===== src/design/i2cms_pkg.sv =====
// Shared types for the I2C master byte sequencer: operation codes and the
// packed words carried on the command and result channels. No dependencies.
`default_nettype none

package i2cms_pkg;

  typedef enum logic [2:0] {
    OP_TICK  = 3'd0,
    OP_START = 3'd1,
    OP_STOP  = 3'd2,
    OP_WRITE = 3'd3,
    OP_READ  = 3'd4,
    OP_CHECK = 3'd5
  } op_e;

  localparam logic [7:0] PhaseTicksReset = 8'd15;

  typedef struct packed {
    logic [2:0] operation;
    logic [7:0] tx_byte;
    logic       send_ack;
    logic       sda_in;
  } in_word_t;

  typedef struct packed {
    logic       scl_level;
    logic       sda_level;
    logic       busy_res;
    logic       done_res;
    logic [7:0] rx_byte;
    logic       ack_bit;
  } out_word_t;

endpackage

`default_nettype wire


===== src/design/i2c_master_byte_sequencer.sv =====
// I2C master byte sequencer. Every accepted input word is either a command
// (start, stop, write byte, read byte, check ack) or a tick that carries the
// sampled SDA level and advances the running command by one tick.
// Each command walks a fixed list of bus phases; each phase lasts phase_ticks
// ticks, set through the configuration write channel (reset value 15, always
// ready, write only while idle). A command that arrives while another runs
// is dropped. Every input word yields exactly one result word with the SCL
// and SDA drives (1 = released), busy, done, last read byte and ack sample.
// Throughput: one word per cycle while in_stall_o is low, set by the single
// pass through the phase logic into the result register. A two-entry output
// buffer (result register plus skid register) lets one more word in after an
// output stall begins; in_stall_o rises only once both entries are full.
// Reset releases both lines, clears all state and drops any buffered results.
// Depends on i2cms_pkg and i2cms_core.
`default_nettype none

module i2c_master_byte_sequencer (
  input  wire                  clk_i,
  input  wire                  rst_ni,
  input  wire                  in_valid_i,
  output logic                 in_stall_o,
  input  i2cms_pkg::in_word_t  in_data_i,
  output logic                 out_valid_o,
  input  wire                  out_stall_i,
  output i2cms_pkg::out_word_t out_data_o,
  input  wire                  cfg_valid_i,
  output logic                 cfg_ready_o,
  input  wire [7:0]            cfg_data_i
);

  logic [7:0]           phase_ticks_q;
  logic                 accept;
  i2cms_pkg::out_word_t res;
  logic                 out_valid_q;
  i2cms_pkg::out_word_t out_q;
  logic                 skid_valid_q;
  i2cms_pkg::out_word_t skid_q;

  assign cfg_ready_o = 1'b1;
  assign in_stall_o  = skid_valid_q;
  assign accept      = in_valid_i && !skid_valid_q;
  assign out_valid_o = out_valid_q;
  assign out_data_o  = out_q;

  always_ff @(posedge clk_i or negedge rst_ni) begin
    if (!rst_ni) begin
      phase_ticks_q <= i2cms_pkg::PhaseTicksReset;
    end else if (cfg_valid_i && cfg_ready_o) begin
      phase_ticks_q <= cfg_data_i;
    end
  end

  i2cms_core u_core (
    .clk_i         (clk_i),
    .rst_ni        (rst_ni),
    .step_i        (accept),
    .word_i        (in_data_i),
    .phase_ticks_i (phase_ticks_q),
    .res_o         (res)
  );

  always_ff @(posedge clk_i or negedge rst_ni) begin
    if (!rst_ni) begin
      out_valid_q  <= 1'b0;
      skid_valid_q <= 1'b0;
    end else if (!out_valid_q || !out_stall_i) begin
      // output slot frees up: drain skid first, else take the new word
      if (skid_valid_q) begin
        out_valid_q  <= 1'b1;
        skid_valid_q <= 1'b0;
      end else begin
        out_valid_q <= accept;
      end
    end else if (accept) begin
      skid_valid_q <= 1'b1;
    end
  end

  always_ff @(posedge clk_i) begin
    if (!out_valid_q || !out_stall_i) begin
      if (skid_valid_q) out_q <= skid_q;
      else if (accept) out_q <= res;
    end else if (accept) begin
      skid_q <= res;
    end
  end

  a_skid_behind_out : assert property (@(posedge clk_i) disable iff (!rst_ni)
    skid_valid_q |-> out_valid_q)
    else $error("skid entry held with empty output register");

  a_stalled_accept_to_skid : assert property (@(posedge clk_i) disable iff (!rst_ni)
    accept && out_valid_q && out_stall_i |=> skid_valid_q)
    else $error("word accepted under stall was not buffered");

  a_skid_drains : assert property (@(posedge clk_i) disable iff (!rst_ni)
    skid_valid_q && !out_stall_i |=> !skid_valid_q && out_valid_q)
    else $error("skid entry not moved to output");

endmodule

`default_nettype wire


===== src/design/i2cms_core.sv =====
// Bus phase sequencer of the I2C master: command state, phase and tick
// counters, bit shifting and line drives. Uses i2cms_pkg.
`default_nettype none

module i2cms_core (
  input  wire                  clk_i,
  input  wire                  rst_ni,
  input  wire                  step_i,
  input  i2cms_pkg::in_word_t  word_i,
  input  wire [7:0]            phase_ticks_i,
  output i2cms_pkg::out_word_t res_o
);

  localparam logic [4:0] ReadAckBase = 5'd25;

  i2cms_pkg::op_e cmd_q, cmd_d;
  logic [4:0] idx_q, idx_d;
  logic [7:0] tc_q, tc_d;
  logic [1:0] sub_q, sub_d;
  logic [2:0] bit_q, bit_d;
  logic [7:0] shift_q, shift_d;
  logic       ackc_q, ackc_d;
  logic       scl_q, scl_d;
  logic       sda_q, sda_d;
  logic [7:0] rx_q, rx_d;
  logic       acks_q, acks_d;
  logic       done;

  logic [7:0] tc_inc;
  logic [4:0] next_idx;
  logic [1:0] sub_nx;
  logic [2:0] bit_nx;
  logic [4:0] ack_ofs;
  logic [4:0] total;
  i2cms_pkg::op_e op;

  assign tc_inc   = tc_q + 8'd1;
  assign next_idx = idx_q + 5'd1;
  assign sub_nx   = (sub_q == 2'd2) ? 2'd0 : sub_q + 2'd1;
  assign bit_nx   = (sub_q == 2'd2) ? bit_q + 3'd1 : bit_q;
  assign ack_ofs  = next_idx - ReadAckBase;
  assign op       = i2cms_pkg::op_e'(word_i.operation);

  always_comb begin
    case (cmd_q)
      i2cms_pkg::OP_START: total = 5'd3;
      i2cms_pkg::OP_STOP:  total = 5'd4;
      i2cms_pkg::OP_WRITE: total = 5'd24;
      i2cms_pkg::OP_READ:  total = ackc_q ? 5'd29 : 5'd28;
      i2cms_pkg::OP_CHECK: total = 5'd3;
      default:             total = 5'd0;
    endcase
  end

  always_comb begin
    cmd_d   = cmd_q;
    idx_d   = idx_q;
    tc_d    = tc_q;
    sub_d   = sub_q;
    bit_d   = bit_q;
    shift_d = shift_q;
    ackc_d  = ackc_q;
    scl_d   = scl_q;
    sda_d   = sda_q;
    rx_d    = rx_q;
    acks_d  = acks_q;
    done    = 1'b0;
    if (step_i) begin
      if (word_i.operation == i2cms_pkg::OP_TICK) begin
        if (cmd_q != i2cms_pkg::OP_TICK) begin
          tc_d = tc_inc;
          if (tc_inc >= phase_ticks_i) begin
            tc_d = 8'd0;
            // sample SDA at the end of an SCL-high phase
            if (cmd_q == i2cms_pkg::OP_READ && idx_q != 5'd0 && idx_q < ReadAckBase &&
                sub_q == 2'd1) begin
              shift_d = {shift_q[6:0], word_i.sda_in};
              if (bit_q == 3'd7) rx_d = {shift_q[6:0], word_i.sda_in};
            end else if (cmd_q == i2cms_pkg::OP_CHECK && idx_q == 5'd1) begin
              acks_d = word_i.sda_in;
            end
            idx_d = next_idx;
            sub_d = sub_nx;
            bit_d = bit_nx;
            if (next_idx >= total) begin
              cmd_d = i2cms_pkg::OP_TICK;
              idx_d = 5'd0;
              done  = 1'b1;
            end else begin
              case (cmd_q)
                i2cms_pkg::OP_START: begin
                  if (next_idx == 5'd1) sda_d = 1'b0;
                  else scl_d = 1'b0;
                end
                i2cms_pkg::OP_STOP: begin
                  if (next_idx == 5'd1) sda_d = 1'b0;
                  else if (next_idx == 5'd2) scl_d = 1'b1;
                  else sda_d = 1'b1;
                end
                i2cms_pkg::OP_WRITE: begin
                  if (sub_nx == 2'd0) begin
                    sda_d = shift_q[7];
                  end else if (sub_nx == 2'd1) begin
                    scl_d = 1'b1;
                  end else begin
                    scl_d   = 1'b0;
                    shift_d = {shift_q[6:0], 1'b0};
                    if (bit_nx == 3'd7) sda_d = 1'b1;
                  end
                end
                i2cms_pkg::OP_READ: begin
                  if (next_idx < ReadAckBase) begin
                    scl_d = (sub_nx == 2'd1);
                  end else if (ack_ofs == 5'd0) begin
                    sda_d = ~ackc_q;
                  end else if (ack_ofs == 5'd1) begin
                    scl_d = 1'b1;
                  end else if (ack_ofs == 5'd2) begin
                    scl_d = 1'b0;
                  end else begin
                    sda_d = 1'b1;
                  end
                end
                i2cms_pkg::OP_CHECK: begin
                  scl_d = (next_idx == 5'd1);
                end
                default: begin
                end
              endcase
            end
          end
        end
      end else if (word_i.operation <= i2cms_pkg::OP_CHECK &&
                   cmd_q == i2cms_pkg::OP_TICK) begin
        cmd_d = op;
        idx_d = 5'd0;
        tc_d  = 8'd0;
        sub_d = 2'd0;
        bit_d = 3'd0;
        case (op)
          i2cms_pkg::OP_START: begin
            scl_d = 1'b1;
            sda_d = 1'b1;
          end
          i2cms_pkg::OP_STOP: scl_d = 1'b0;
          i2cms_pkg::OP_WRITE: begin
            shift_d = word_i.tx_byte;
            sda_d   = word_i.tx_byte[7];
          end
          i2cms_pkg::OP_READ: begin
            // park the bit counters so phase one lands on bit zero, sub-phase zero
            shift_d = 8'd0;
            ackc_d  = word_i.send_ack;
            sda_d   = 1'b1;
            sub_d   = 2'd2;
            bit_d   = 3'd7;
          end
          i2cms_pkg::OP_CHECK: sda_d = 1'b1;
          default: begin
          end
        endcase
      end
    end
  end

  always_ff @(posedge clk_i or negedge rst_ni) begin
    if (!rst_ni) begin
      cmd_q   <= i2cms_pkg::OP_TICK;
      idx_q   <= 5'd0;
      tc_q    <= 8'd0;
      sub_q   <= 2'd0;
      bit_q   <= 3'd0;
      shift_q <= 8'd0;
      ackc_q  <= 1'b0;
      scl_q   <= 1'b1;
      sda_q   <= 1'b1;
      rx_q    <= 8'd0;
      acks_q  <= 1'b0;
    end else begin
      cmd_q   <= cmd_d;
      idx_q   <= idx_d;
      tc_q    <= tc_d;
      sub_q   <= sub_d;
      bit_q   <= bit_d;
      shift_q <= shift_d;
      ackc_q  <= ackc_d;
      scl_q   <= scl_d;
      sda_q   <= sda_d;
      rx_q    <= rx_d;
      acks_q  <= acks_d;
    end
  end

  always_comb begin
    res_o.scl_level = scl_d;
    res_o.sda_level = sda_d;
    res_o.busy_res  = (cmd_d != i2cms_pkg::OP_TICK);
    res_o.done_res  = done;
    res_o.rx_byte   = rx_d;
    res_o.ack_bit   = acks_d;
  end

  a_idle_idx_zero : assert property (@(posedge clk_i) disable iff (!rst_ni)
    cmd_q == i2cms_pkg::OP_TICK |-> idx_q == 5'd0)
    else $error("phase index not cleared while idle");

  a_done_ends_cmd : assert property (@(posedge clk_i) disable iff (!rst_ni)
    step_i && res_o.done_res |-> cmd_q != i2cms_pkg::OP_TICK && !res_o.busy_res)
    else $error("done without a running command");

  a_rx_from_read : assert property (@(posedge clk_i) disable iff (!rst_ni)
    !$stable(rx_q) |-> $past(cmd_q) == i2cms_pkg::OP_READ && $past(step_i))
    else $error("received byte changed outside a read");

endmodule

`default_nettype wire


===== config.mk =====
export PLATFORM = sky130hd
export DESIGN_NAME = i2c_master_byte_sequencer
export DESIGN_NICKNAME = d
export VERILOG_FILES = /design/src/design/i2cms_pkg.sv /design/src/design/i2c_master_byte_sequencer.sv /design/src/design/i2cms_core.sv
export SDC_FILE = /design/constraint.sdc
export NUM_CORES = 1
export LEC_CHECK = 0
export ABC_AREA = 0
export BUFFER_PORTS_ARGS = -buffer_cell sky130_fd_sc_hd__buf_2
export CAP_MARGIN = 40
export CORE_ASPECT_RATIO = 0.5
export CORE_MARGIN = 2
export CORE_UTILIZATION = 47
export DETAILED_ROUTE_END_ITERATION = 8
export GPL_ROUTABILITY_DRIVEN = 0
export GPL_TIMING_DRIVEN = 0
export PLACE_DENSITY_LB_ADDON = 0.2
export SETUP_SLACK_MARGIN = 0.3
export SLEW_MARGIN = 25
export SYNTH_ARGS = -nofsm -noshare
export SYNTH_HDL_FRONTEND = slang
export SYNTH_SLANG_ARGS = --single-unit

===== constraint.sdc =====
create_clock -name clk_i -period 7.2 [get_ports clk_i]
set_input_delay 0.72 -clock clk_i [delete_from_list [all_inputs] [get_ports clk_i]]
set_output_delay 0.72 -clock clk_i [all_outputs]
set_load 0.1 [all_outputs]

-- Word level (Yosys, flattened, before mapping)
Cells that the tools add are included.
- add/subtract/negate cells: 5
- bitwise logic cells: 3
- order comparisons: 5
- muxes and demuxes: 95
- reductions and logical operators: 29
- equality and inequality tests: 22
- operator list (cell ; count):
    2-to-1 mux 8 bit ; 19
    2-to-1 mux 1 bit ; 45
    2-to-1 mux 3 bit ; 12
    2-to-1 mux 13 bit ; 2
    2-to-1 mux 5 bit ; 5
    one-hot mux 5 bit (4 select lines) ; 1
    equality test 3 bit (second input constant) ; 6
    one-hot mux 8 bit (2 select lines) ; 1
    equality test 5 x 1 -> 1 bit (second input constant) ; 3
    equality test 3 x 2 -> 1 bit (second input constant) ; 4
    2-to-1 mux 2 bit ; 6
    equality test 5 x 2 -> 1 bit (second input constant) ; 2
    < comparator 5 bit (second input constant) ; 2
    nonzero test 3 bit ; 3
    adder 8 x 1 -> 8 bit (second input constant) ; 1
    greater-or-equal comparator 8 bit ; 1
    AND reduction 4 bit ; 2
    equality test 3 x 1 -> 1 bit (second input constant) ; 2
    logical AND 1 bit ; 6
    zero test 3 bit ; 2
    nonzero test 2 bit ; 3
    adder 5 x 1 -> 5 bit (second input constant) ; 1
    greater-or-equal comparator 5 bit ; 1
    zero test 5 bit ; 1
    20 further kinds ; 28
- input bits: 26
- flip-flop bits (word level): 77
- logic and storage cells: 185

-- Depth between registers and ports, before layout
Gate-level depths: netlist (run 1).
- depth after elaboration: 15
- depth in mapped cells: 14
- gate-level depth less buffers: 12

-- By module
Synthesis (run 1) repeated with hierarchy kept, for this count alone.
- cell total of the unflattened synthesis: 404
- area, all modules: 4426.7 µm²
- by module, submodules not included (module ; cells each ; area an instance (µm²) ; times used):
    i2cms_core ; 337 ; 3039.2 ; 1
    i2c_master_byte_sequencer ; 67 ; 1387.6 ; 1

-- Least setup slack after synthesis (run 1)
No wires, ideal clock.
- kind: reg-to-reg
- start: reg u_core.idx_q[0]
- end: reg out_q (netlist bit out_data_o[12]) (data pin)
- arrival time: 2763 ps
- data required time: 6938 ps
- library setup time: 262 ps
- path buffers: 0
- path slack: 4175 ps
- cell stages (with the launch flop): 12
- clock period less this slack: 3025 ps
- cell sequence: dfrtp_1 -> ha_1 -> and2_4 -> nand2_1 -> xnor2_1 -> ha_1 -> a21o_1 -> a31oi_4 -> nand3_1 -> o311ai_0 -> a21boi_1 -> o31ai_2
- longest elaborated chain between the ends: 15
- elaborated cells between the ends (all ways): 24
- those cells by class: 2 x add/sub; 2 x order compare; 4 x eq/ne; 15 x mux; 1 x reduce/logical
- ends and longest elaborated chain (element ; line ; RTL):
    start, declared ; i2cms_core.sv:17 ; logic [4:0] idx_q, idx_d;
    start signal, assigned ; i2cms_core.sv:181 ; idx_q <= idx_d;
    adder 5 x 1 -> 5 bit * ; i2cms_core.sv:38 ; assign next_idx = idx_q + 5'd1;
    subtractor 5 bit ; i2cms_core.sv:41 ; assign ack_ofs = next_idx - ReadAckBase;
    equality test 5 x 2 -> 1 bit ; i2cms_core.sv:118 ; end else if (ack_ofs == 5'd2) begin
    2-to-1 mux 1 bit ; i2cms_core.sv:118 ;
    2-to-1 mux 1 bit ; i2cms_core.sv:116 ; end else if (ack_ofs == 5'd1) begin
    2-to-1 mux 1 bit ; i2cms_core.sv:114 ; end else if (ack_ofs == 5'd0) begin
    2-to-1 mux 1 bit ; i2cms_core.sv:112 ; if (next_idx < ReadAckBase) begin
    one-hot mux 1 bit (5 select lines) ; i2cms_core.sv:90 ; case (cmd_q)
    2-to-1 mux 1 bit * ; i2cms_core.sv:85 ; if (next_idx >= total) begin
    2-to-1 mux 1 bit * ; i2cms_core.sv:72 ; if (tc_inc >= phase_ticks_i) begin
    2-to-1 mux 1 bit * ; i2cms_core.sv:70 ; if (cmd_q != i2cms_pkg::OP_TICK) begin
    2-to-1 mux 1 bit * ; i2cms_core.sv:69 ; if (word_i.operation == i2cms_pkg::OP_TICK) begin
    2-to-1 mux 1 bit * ; i2cms_core.sv:68 ; if (step_i) begin
    2-to-1 mux 13 bit * ; i2c_master_byte_sequencer.sv:82 ; else if (accept) out_q <= res;
    2-to-1 mux 13 bit * ; i2c_master_byte_sequencer.sv:81 ; if (skid_valid_q) out_q <= skid_q;
    end signal, assigned ; i2c_master_byte_sequencer.sv:81 ;
    end signal, assigned ; i2c_master_byte_sequencer.sv:82 ;
    end, declared ; i2c_master_byte_sequencer.sv:35 ; i2cms_pkg::out_word_t out_q;
Mark *: on every way between the ends. The rest lies on a longest branch, timed or not. The select of a mux whose other input is x is not followed.
A chain may end at the register's enable or synchronous reset.

-- Final worst setup path (run 1)
Ends and elaborated chain as after synthesis.

==> results_dict.tcl, run 1 <==
set metrics [dict create \
    power_frac_clock_pct 37.6 \
    worst-path-max-fanout 11 \
    first_pass_iters 5 \
    end_kind "register" \
    place.port_buffers 39 \
    warnings_from_yosys 0 \
    power.share.combinational_pct 21.6 \
    n_antenna_cell 0 \
    max_freq_mhz 266 \
    synthToLayoutAreaGrowth_pct 15.5 \
    grt_overflow 0 \
    initial_utilization_pct 48.3 \
    p_total_uw 1310 \
    timing.reg2reg.worst_path_depth 11 \
    rrSetupSlack_ns 3.45 \
    worst-setup-path-type "register to register" \
    ctsRootBufferMaster "clkbuf_16" \
    first_iter_violations 222 \
    rows 25 \
    final.setup_skew_ns 0.00522 \
    fraction_of_registers_with_async_set_or_reset_after_synthesis_pct 66.2 \
    clock_tree_from_tritoncts "yes" \
    global_route_wire_length_before_repair_um 17600 \
    synthTopCellsByCount "nand2_1 (64), dfrtp_1 (45), nor2_1 (30), o21ai_0 (30), edfxtp_1 (26)" \
    syn-num-nets 504 \
    post-synth-top-area-cell "dfrtp_1" \
    cp.arrival_ns 3.83 \
    design.portCount 42 \
    power-per-cell-area_mw_per_mm2 249 \
    clock_insertion_delay_at_the_later_pin_of_the_skew_report_ns 0.34 \
    yosys.area.top_type_share_pct 24.7 \
    synth_enable_flop_cells 26 \
    cts_max_path_buffers 2 \
    cts_resized 0 \
    fin_tns_setup_ns 0 \
    netlist_top_cells_area "dfrtp_1 (25%), edfxtp_1 (17%), ha_1 (5.5%)" \
    share_seq_of_total_power_pct 40.8 \
    drcViolationCount 0 \
    syn_std_cell_area_mm2 0.00456 \
    grt_antenna_before_repair 0 \
    timing_hold_violations_final 0 \
    wirelength_um 10500 \
    h-tree-depth 3 \
    netlist-cell-type-count 78 \
    cts.clk_slew.worst_paths_ns 0.06 \
    placeableCoreArea_mm2 0.00945 \
    postSynth.topFlopCell "dfrtp_1" \
    power.switching_fraction_pct 31.5 \
    yosysMostFrequentCell "nand2_1" \
    timing.hold.ws_ns 0.417 \
    grt_use_total_pct 21.7 \
    share_of_the_clock_period_used_by_the_worst_path_after_layout_pct 52.1 \
    synthesis.area_per_instance_um2 9.96 \
    total_cts_buffers 9 \
    cp-start-kind "register" \
    total_leakage_power_uw 0.00226 \
    dp_hpwl_um 7600 \
    synth.yosys.seq_area_share_pct 45.3 \
    routed_wire_length_per_instance_um 16.1 \
    number_of_max_cap_violations 0 \
    ctsHoldBuffers 0 \
    die-width_um 143 \
    worst_pin_slew_ns 0.741 \
    floorplan.die.height_um 73.7 \
    reg2reg_to "out_data_o[12]" \
    finalSetupViolCount 0 \
    status "completed" \
    filler_cell_count 858 \
    finish.utilization_pct 55.8 \
    internal-power_uw 897 \
    synth.ff_latch_count 77 \
    period_minus_slack_ns 3.75 \
    first_global_vias 3442 \
    power_switching_uw 412 \
    maxSlewHeadroom_pct 50.6 \
    timing.critical_path.required_ns 7.28 \
    worst_ir_drop_vdd_uv 149 \
    crit-reg2reg-launch "u_core.idx_q[0]" \
    grt_setup_unrepaired "false" \
    dieArea_mm2 0.0106 \
    route.antenna.remaining_nets 0 \
    hold_path.class "input pin to asynchronous set/reset pin" \
    route.detailed.vias_per_inst 5.51 \
    maxSlewViolCount 0 \
    layout-drive-gt1-share_pct 24.3 \
    numClockSinks 77 \
    finish.net_count 555 \
    grt_start_max_net_pins 52 \
    vias 3579 \
    post_cts_buffers 0 \
    syn-instance-count 458 \
]
## sequential cells by signal, indices dropped and copies added, names as in the netlist, 2 cells and up
signal,count
u_core.bit_q,3
u_core.rx_q,8
phase_ticks_q,8
u_core.sub_q,2
u_core.tc_q,8
u_core.shift_q,8
out_data_o,13
u_core.cmd_q,3
u_core.idx_q,5
skid_q,13
## critical path, stage by stage, from the launching register on
cell and delay, ns:
dfrtp_1 0.53, ha_1 0.36, and2_4 0.21, nand2_1 0.06
xnor2_1 0.25, ha_1 0.32, a21o_1 0.22, a31oi_4 0.30
nand3_1 0.35, o311ai_0 0.51, a21boi_1 0.28, o31ai_2 0.10
## placed cells by master, fill, tap and decap left out, types with 14 or more instances in the layout
cell type	netlist	final
nor2b_1	17	17
nand2_1	64	64
buf_2	9	47
edfxtp_1	26	26
o21ai_0	30	30
ha_1	20	20
a21oi_2	17	18
a21oi_1	15	14
nor2_1	30	29
inv_1	20	20
dfrtp_1	45	45
## layer usage
layer / global-route usage, % / part of all wire [%] / vias to the layer above
li1: - / - / 1764
met1: 30.7 / 51 / 1715
met2: 34.7 / 44 / 94
met3: 5.15 / 4.7 / 6
met4: 4.36 / 0.78 / 0
met5: 0 / 0 / -
## cells by family after synthesis
logic type	Yosys count	share of synthesized area [%]
buf+inv	44	4.96
fa+ha+maj	20	5.49
compound gates	128	20.9
xor+xnor	9	1.73
flops	77	45.3
simple gates	172	19.9
mux	7	1.67
other cells	1	0.0822
## final cells by class
class	count	area (µm²)	share of cell area (%)
Multi-Input combinational cell	337	2280	43.2
Timing Repair Buffer	40	209	3.97
Inverter	21	78.8	1.50
Sequential cell	77	2060	39.2
Tap cell	135	169	3.21
Clock inverter	6	93.8	1.78
Buffer	23	148	2.80
Clock buffer	10	229	4.35
## power by group through the flow
stage / Sequential [µW] / Clock, µW / Combinational (µW)
CTS: 533 / 499 / 282
global route: 540 / 519 / 312
floorplan: 586 / 0 / 163
detailed placement: 541 / 0 / 281
global placement: 540 / 0 / 276
finish: 534 / 492 / 283
## worst max-delay path by stage
stage                               start             end  slack, ns  cells past startpoint
final                     u_core.idx_q[0]  out_data_o[12]       3.45                     11
after global routing      u_core.idx_q[0]  out_data_o[12]       3.21                     11
after CTS                 u_core.idx_q[0]  out_data_o[12]       3.43                     11
after detailed placement  u_core.idx_q[0]  out_data_o[12]       3.46                     11
after global placement    u_core.idx_q[0]  out_data_o[12]       3.52                     11
after floorplan           u_core.idx_q[0]  out_data_o[12]       4.17                     11
## metrics by stage
step / setup slack [ns] / area, µm² / cells
6_report: 3.45 / 5270 / 649
5_1_grt: 3.21 / 5270 / 649
4_1_cts: 3.43 / 5260 / 648
3_5_place_dp: 3.46 / 4930 / 632
3_3_place_gp: 3.52 / 4930 / 632
2_1_floorplan: 4.17 / 4560 / 458
Power figures use the tool's default switching activity.
==> run 2: changes to the inputs <==
clock period = 3.2 ns   (was 7.2 ns; I/O delays follow)
==> run 2 against run 1 <==
Net effect:
- flip-flop and latch count did not move
- non-clock buffer count rose by 25
- via count rose by 3.5%
- clock skew rose by 0.00057 ns
==> results_dict.tcl, run 2 (synthesis results as in run 1) <==
set metrics [dict create \
    status "completed" \
    global_route_wire_length_before_repair_um 17800 \
    timing.critical_path.required_ns 3.30 \
    worst-path-max-fanout 4 \
    critical_path_buf_inv_count 0 \
    initial_utilization_pct 48.3 \
    first_pass_iters 5 \
    h-tree-depth 3 \
    final.setup.worst_slack_ns 0.177 \
    rows 25 \
    place.port_buffers 39 \
    design.portCount 42 \
    fin_tns_setup_ns 0 \
    first_iter_violations 227 \
    period_minus_slack_ns 3.02 \
    layout-drive-gt1-share_pct 33.2 \
    grt_setup_unrepaired "true" \
    grt_overflow 0 \
    finish.net_count 580 \
    critical-path-max-stage-delay_ns 0.40 \
    max_freq_mhz 331 \
    layout_common_cells "nand2_1 (61), buf_2 (45), dfrtp_1 (40)" \
    final_cell_count_no_fill 674 \
    end_kind "register" \
    ctsRootBufferMaster "clkbuf_16" \
    synthToLayoutAreaGrowth_pct 25.5 \
    dieArea_mm2 0.0106 \
    vias 3705 \
    dp_hpwl_um 7560 \
    wirelength_um 11200 \
    gr-max-usage-layer "met2" \
    total_leakage_power_uw 0.00243 \
    grt_start_max_net_pins 52 \
    power-per-cell-area_mw_per_mm2 536 \
    total_cts_buffers 9 \
    worst_ir_drop_vdd_uv 289 \
    share_of_the_clock_period_used_by_the_worst_path_after_layout_pct 94.5 \
    routed_wire_length_per_instance_um 16.6 \
    finalSetupViolCount 0 \
    clock_tree_from_tritoncts "yes" \
    placeableCoreArea_mm2 0.00945 \
    p_total_uw 3070 \
    cp_cell_sequence "and3_4, and3_4, and3_4, xor2_4, ha_4, a211o_1, a21oi_2, o21a_1, nor2_4, nand4_1, mux2_4, mux2_2" \
    grtUsageMet2_pct 34.9 \
    met1_usage_pct 30.8 \
    place_worst_setup_slack_ns -0.197 \
    number_of_max_cap_violations 0 \
    n_antenna_cell 0 \
    hold_path.class "input pin to asynchronous set/reset pin" \
    drcViolationCount 0 \
    timing.critical_path.mode_cell "and3_4" \
    final.setup_skew_ns 0.00579 \
    ctsHoldBuffers 0 \
    cts_max_path_buffers 2 \
    route.antenna.remaining_nets 0 \
    crit-reg2reg-launch "u_core.tc_q[1]" \
    timing_hold_violations_final 0 \
    worst_pin_slew_ns 0.767 \
    critical-path-top-delay-family "simple AND/OR/NAND/NOR gates" \
    numClockSinks 77 \
    place_inst 632 \
    die-width_um 143 \
    first_global_vias 3444 \
    cts.clk_slew.worst_paths_ns 0.06 \
    maxSlewViolCount 0 \
    route.detailed.vias_per_inst 5.50 \
    gr-usage-met3_pct 5.87 \
    grt_use_total_pct 22.3 \
    layout.cells.most_common "nand2_1" \
    slowest_cell_on_the_critical_path "dfrtp_1" \
    worst-setup-path-type "register to register" \
    cp-start-kind "register" \
    maxSlewHeadroom_pct 48.8 \
    cp.arrival_ns 3.12 \
    timing.critical_path.from "u_core.tc_q[1]" \
    floorplan.die.height_um 73.7 \
    grt_antenna_before_repair 0 \
    clock_insertion_delay_at_the_later_pin_of_the_skew_report_ns 0.34 \
]
run 2: changes by cell type in the layout (fill, tap and decap cells not counted), moves of 3 or more:
cell,previous run,this run
buf_4,4,27
a21oi_4,0,8
a21oi_2,18,11
dfrtp_1,45,40
dfrtp_2,0,5
and3_1,5,1
and3_4,0,4
buf_6,4,8
o21ai_0,30,26
ha_1,20,17
nand2_1,64,61
run 2: what timing repair did:
item                                    4_1_cts  5_1_grt
gates resized for setup                      21       31
setup buffers                                12       13
endpoints found under the setup margin       53       53
gates cloned                                  0        0
pin swaps                                     9       19
hold endpoints to repair                      0        0
run 2: stage by stage:
stage,area (µm²),utilization (%),hold slack (ns)
global route,5730,60.6,0.0693
floorplan,4570,-,0.0244
global placement,4940,52.3,0.479
finish,5730,60.6,0.0271
detailed placement,4940,52.3,0.419
CTS,5450,57.7,0.0520
run 2: cell type report:
| cell class | instances | area [µm²] |
|---|---|---|
| inverter | 21 | 78.8 |
| fill | 820 | 3720 |
| tap | 135 | 169 |
| clock inverter | 6 | 95.1 |
| sequential | 77 | 2070 |
| timing repair buffer | 65 | 404 |
| clock buffer | 10 | 239 |
| buffer | 23 | 160 |
| multi-input combinational | 337 | 2510 |
run 2: worst register-to-register path, cell delays in order, from the launching register on:
cell and delay (ns):
dfrtp_1 0.40, and3_4 0.20, and3_4 0.18, and3_4 0.21, xor2_4 0.20, ha_4 0.23
a211o_1 0.26, a21oi_2 0.14, o21a_1 0.20, nor2_4 0.07, nand4_1 0.10, mux2_4 0.32
mux2_2 0.26
run 2: worst paths after layout:
path | endpoint | slack, ns | depth (start not counted)
worst max-delay path | out_data_o[0] | 0.18 | 12
worst min-delay path | phase_ticks_q[7] | 0.03 | 1
worst max register to register | out_data_o[0] | 0.18 | 12
worst min register to register | u_core.rx_q[4] | 0.50 | 2
max in group asynchronous | u_core.cmd_q[1] | 2.67 | 1
min in group clk_i | phase_ticks_q[5] | 0.18 | 3
run 2: metal layers:
layer,vias to the layer above,share of wire [%]
met5,-,0
met4,0,1.5
met3,18,6.0
met2,110,46
met1,1755,47
li1,1822,-
run 2: power by group:
| group | total [µW] | leakage, µW | internal, µW | switching (µW) |
|---|---|---|---|---|
| Sequential | 1200 | 0.000900 | 1120 | 84.2 |
| Combinational | 732 | 0.00137 | 258 | 474 |
| Clock | 1130 | 0.000157 | 711 | 423 |
==> run 3: changes to the inputs <==
CORE_ASPECT_RATIO = default   (was 0.5)
==> run 3 against run 2 <==
Net effect:
- the run now ends with negative hold slack left
- worst hold slack got worse by 0.032 ns
- core utilization up 0.36 points
- cell area is 0.68% lower
- power fell by 6.9%
- global-route usage fell by 1.3 points
- clock skew is 0.0061 ns higher
- sequential share of layout area rose by 0.25 points
- first-iteration DRC count is 2.6% higher
- sequential power hardly changed
- routed wire length down 2.9%
- via count rose by 1.1%
- largest cell class unchanged
==> results_dict.tcl, run 3 (synthesis results as in run 1) <==
set metrics [dict create \
    routed_wire_length_per_instance_um 16.4 \
    layout-drive-gt1-share_pct 37.0 \
    sequential_cell_area_mm2 0.00207 \
    max_freq_mhz 327 \
    grt_antenna_before_repair 0 \
    timing.critical_path.required_ns 3.32 \
    route.antenna.remaining_nets 0 \
    finish.instance_area_mm2 0.00569 \
    violations_in_the_final_reports "negative hold slack" \
    filler_cell_count 761 \
    power.switching_fraction_pct 35.2 \
    end_kind "register" \
    route.detailed.vias_per_inst 5.64 \
    placedInstanceArea_mm2 0.00494 \
    clock_insertion_delay_at_the_later_pin_of_the_skew_report_ns 0.37 \
    worst_pin_slew_ns 0.723 \
    share_seq_of_total_power_pct 42.4 \
    finish.net_count 576 \
    period_minus_slack_ns 3.05 \
    dieArea_mm2 0.0105 \
    cts_max_path_buffers 2 \
    drcViolationCount 0 \
    cts.clk_slew.worst_paths_ns 0.09 \
    vias 3745 \
    critical-path-max-stage-delay_ns 0.39 \
    global_route_wire_length_before_repair_um 17200 \
    power.share.combinational_pct 26.6 \
    final.setup_skew_ns 0.0119 \
    layout_common_cells "nand2_1 (45), buf_2 (45), dfrtp_1 (40)" \
    floorplan.die.height_um 103 \
    wirelength_um 10900 \
    grt_overflow 0 \
    cp_cell_sequence "and3_4, and3_4, and3_4, xor2_2, ha_1, a211o_1, a21oi_2, o21a_1, nor2_4, nand4_1, mux2_4, mux2_2" \
    finalSetupViolCount 0 \
    total_cts_buffers 9 \
    timing.hold.ws_ns -0.00443 \
    status "finished, violations left" \
    multi_input_combinational_cell_area_mm2 0.00260 \
    initial_utilization_pct 48.9 \
    numClockSinks 77 \
    timing_hold_violations_final 2 \
    power-per-cell-area_mw_per_mm2 503 \
    n_antenna_cell 0 \
    dp_hpwl_um 7300 \
    design.portCount 42 \
    finish.utilization_pct 61.0 \
    first_global_vias 3560 \
    first_iter_violations 233 \
    place.port_buffers 39 \
    ctsRootBufferMaster "clkbuf_8" \
    timing.critical_path.mode_cell "and3_4" \
    clock_tree_from_tritoncts "yes" \
    internal-power_uw 1850 \
    share_of_the_clock_period_used_by_the_worst_path_after_layout_pct 95.4 \
    power_switching_uw 1010 \
    total_leakage_power_uw 0.00245 \
    grt_setup_unrepaired "true" \
    number_of_max_cap_violations 0 \
    slowest_cell_on_the_critical_path "dfrtp_1" \
    synthToLayoutAreaGrowth_pct 24.7 \
    placeableCoreArea_mm2 0.00933 \
    grt_use_total_pct 21.0 \
    grt_start_max_net_pins 52 \
    h-tree-depth 3 \
    hold_path.class "input pin to asynchronous set/reset pin" \
    worst-setup-path-type "register to register" \
    power_frac_clock_pct 31.0 \
    critical_path_buf_inv_count 0 \
    rows 35 \
    first_pass_iters 4 \
    die-width_um 103 \
    critical-path-top-delay-family "simple AND/OR/NAND/NOR gates" \
    worst_ir_drop_vdd_uv 257 \
    worst-path-max-fanout 3 \
    cp.arrival_ns 3.17 \
    cp-start-kind "register" \
    maxSlewViolCount 0 \
    maxSlewHeadroom_pct 51.5 \
]
[run 3: changes by cell type in the layout (fill, tap and decap cells not counted), moves of 4 or more]
cell,change
nand2_4,+5
clkbuf_8,+8
buf_4,-4
clkbuf_16,-9
nand2_2,+11
nand2_1,-16
[run 3: stage by stage]
stage          setup slack [ns]  TNS (ns)  power (µW)  std cells
2_1_floorplan             0.310         0        1690        458
3_3_place_gp             -0.142    -0.207        1840        626
3_5_place_dp             -0.188    -0.409        1850        626
4_1_cts                   0.185         0        2800        657
5_1_grt                  0.0737         0        2990        664
6_report                  0.147         0        2860        664
[run 3: cell type report]
type	instances	area share (%)
repair buffers	61	6.58
clock inverters	7	1.96
flip-flops and latches	77	36.4
clock buffers	9	2.18
plain buffers	23	2.97
inverters	21	1.39
well taps	129	2.84
multi-input cells	337	45.7
[run 3: worst paths after layout]
path / start / end / slack, ns / cells after the start
setup / recovery: u_core.tc_q[0] / out_data_o[0] / 0.15 / 12
hold / removal: rst_ni / phase_ticks_q[4] / -0.004 / 1
setup reg to reg: u_core.tc_q[0] / out_data_o[0] / 0.15 / 12
hold reg to reg: u_core.rx_q[2] / u_core.rx_q[2] / 0.52 / 2
max in group asynchronous: rst_ni / u_core.cmd_q[1] / 2.72 / 1
min in group clk_i: cfg_data_i[6] / phase_ticks_q[6] / 0.16 / 3
[run 3: power groups by stage]
stage	clock, µW	sequential [µW]	combinational (µW)
6_report	888	1210	761
5_1_grt	938	1220	830
4_1_cts	895	1200	709
3_5_place_dp	0	1220	632
3_3_place_gp	0	1220	621
2_1_floorplan	0	1320	369
[run 3: repair_timing]
item                       CTS  global route
cloned                       0             0
buffers inserted            15             7
pin swaps                   10            34
setup endpoints to repair   53            55
gates resized for setup     32            52
hold buffers                 0             0
[run 3: metal layers]
layer	vias to the layer above	track usage (%)	share of wire [%]
met2	68	35.7	50
met3	11	3.80	3.7
met5	-	0	0
met4	0	6.36	1.1
li1	1814	-	-
met1	1852	27.5	45
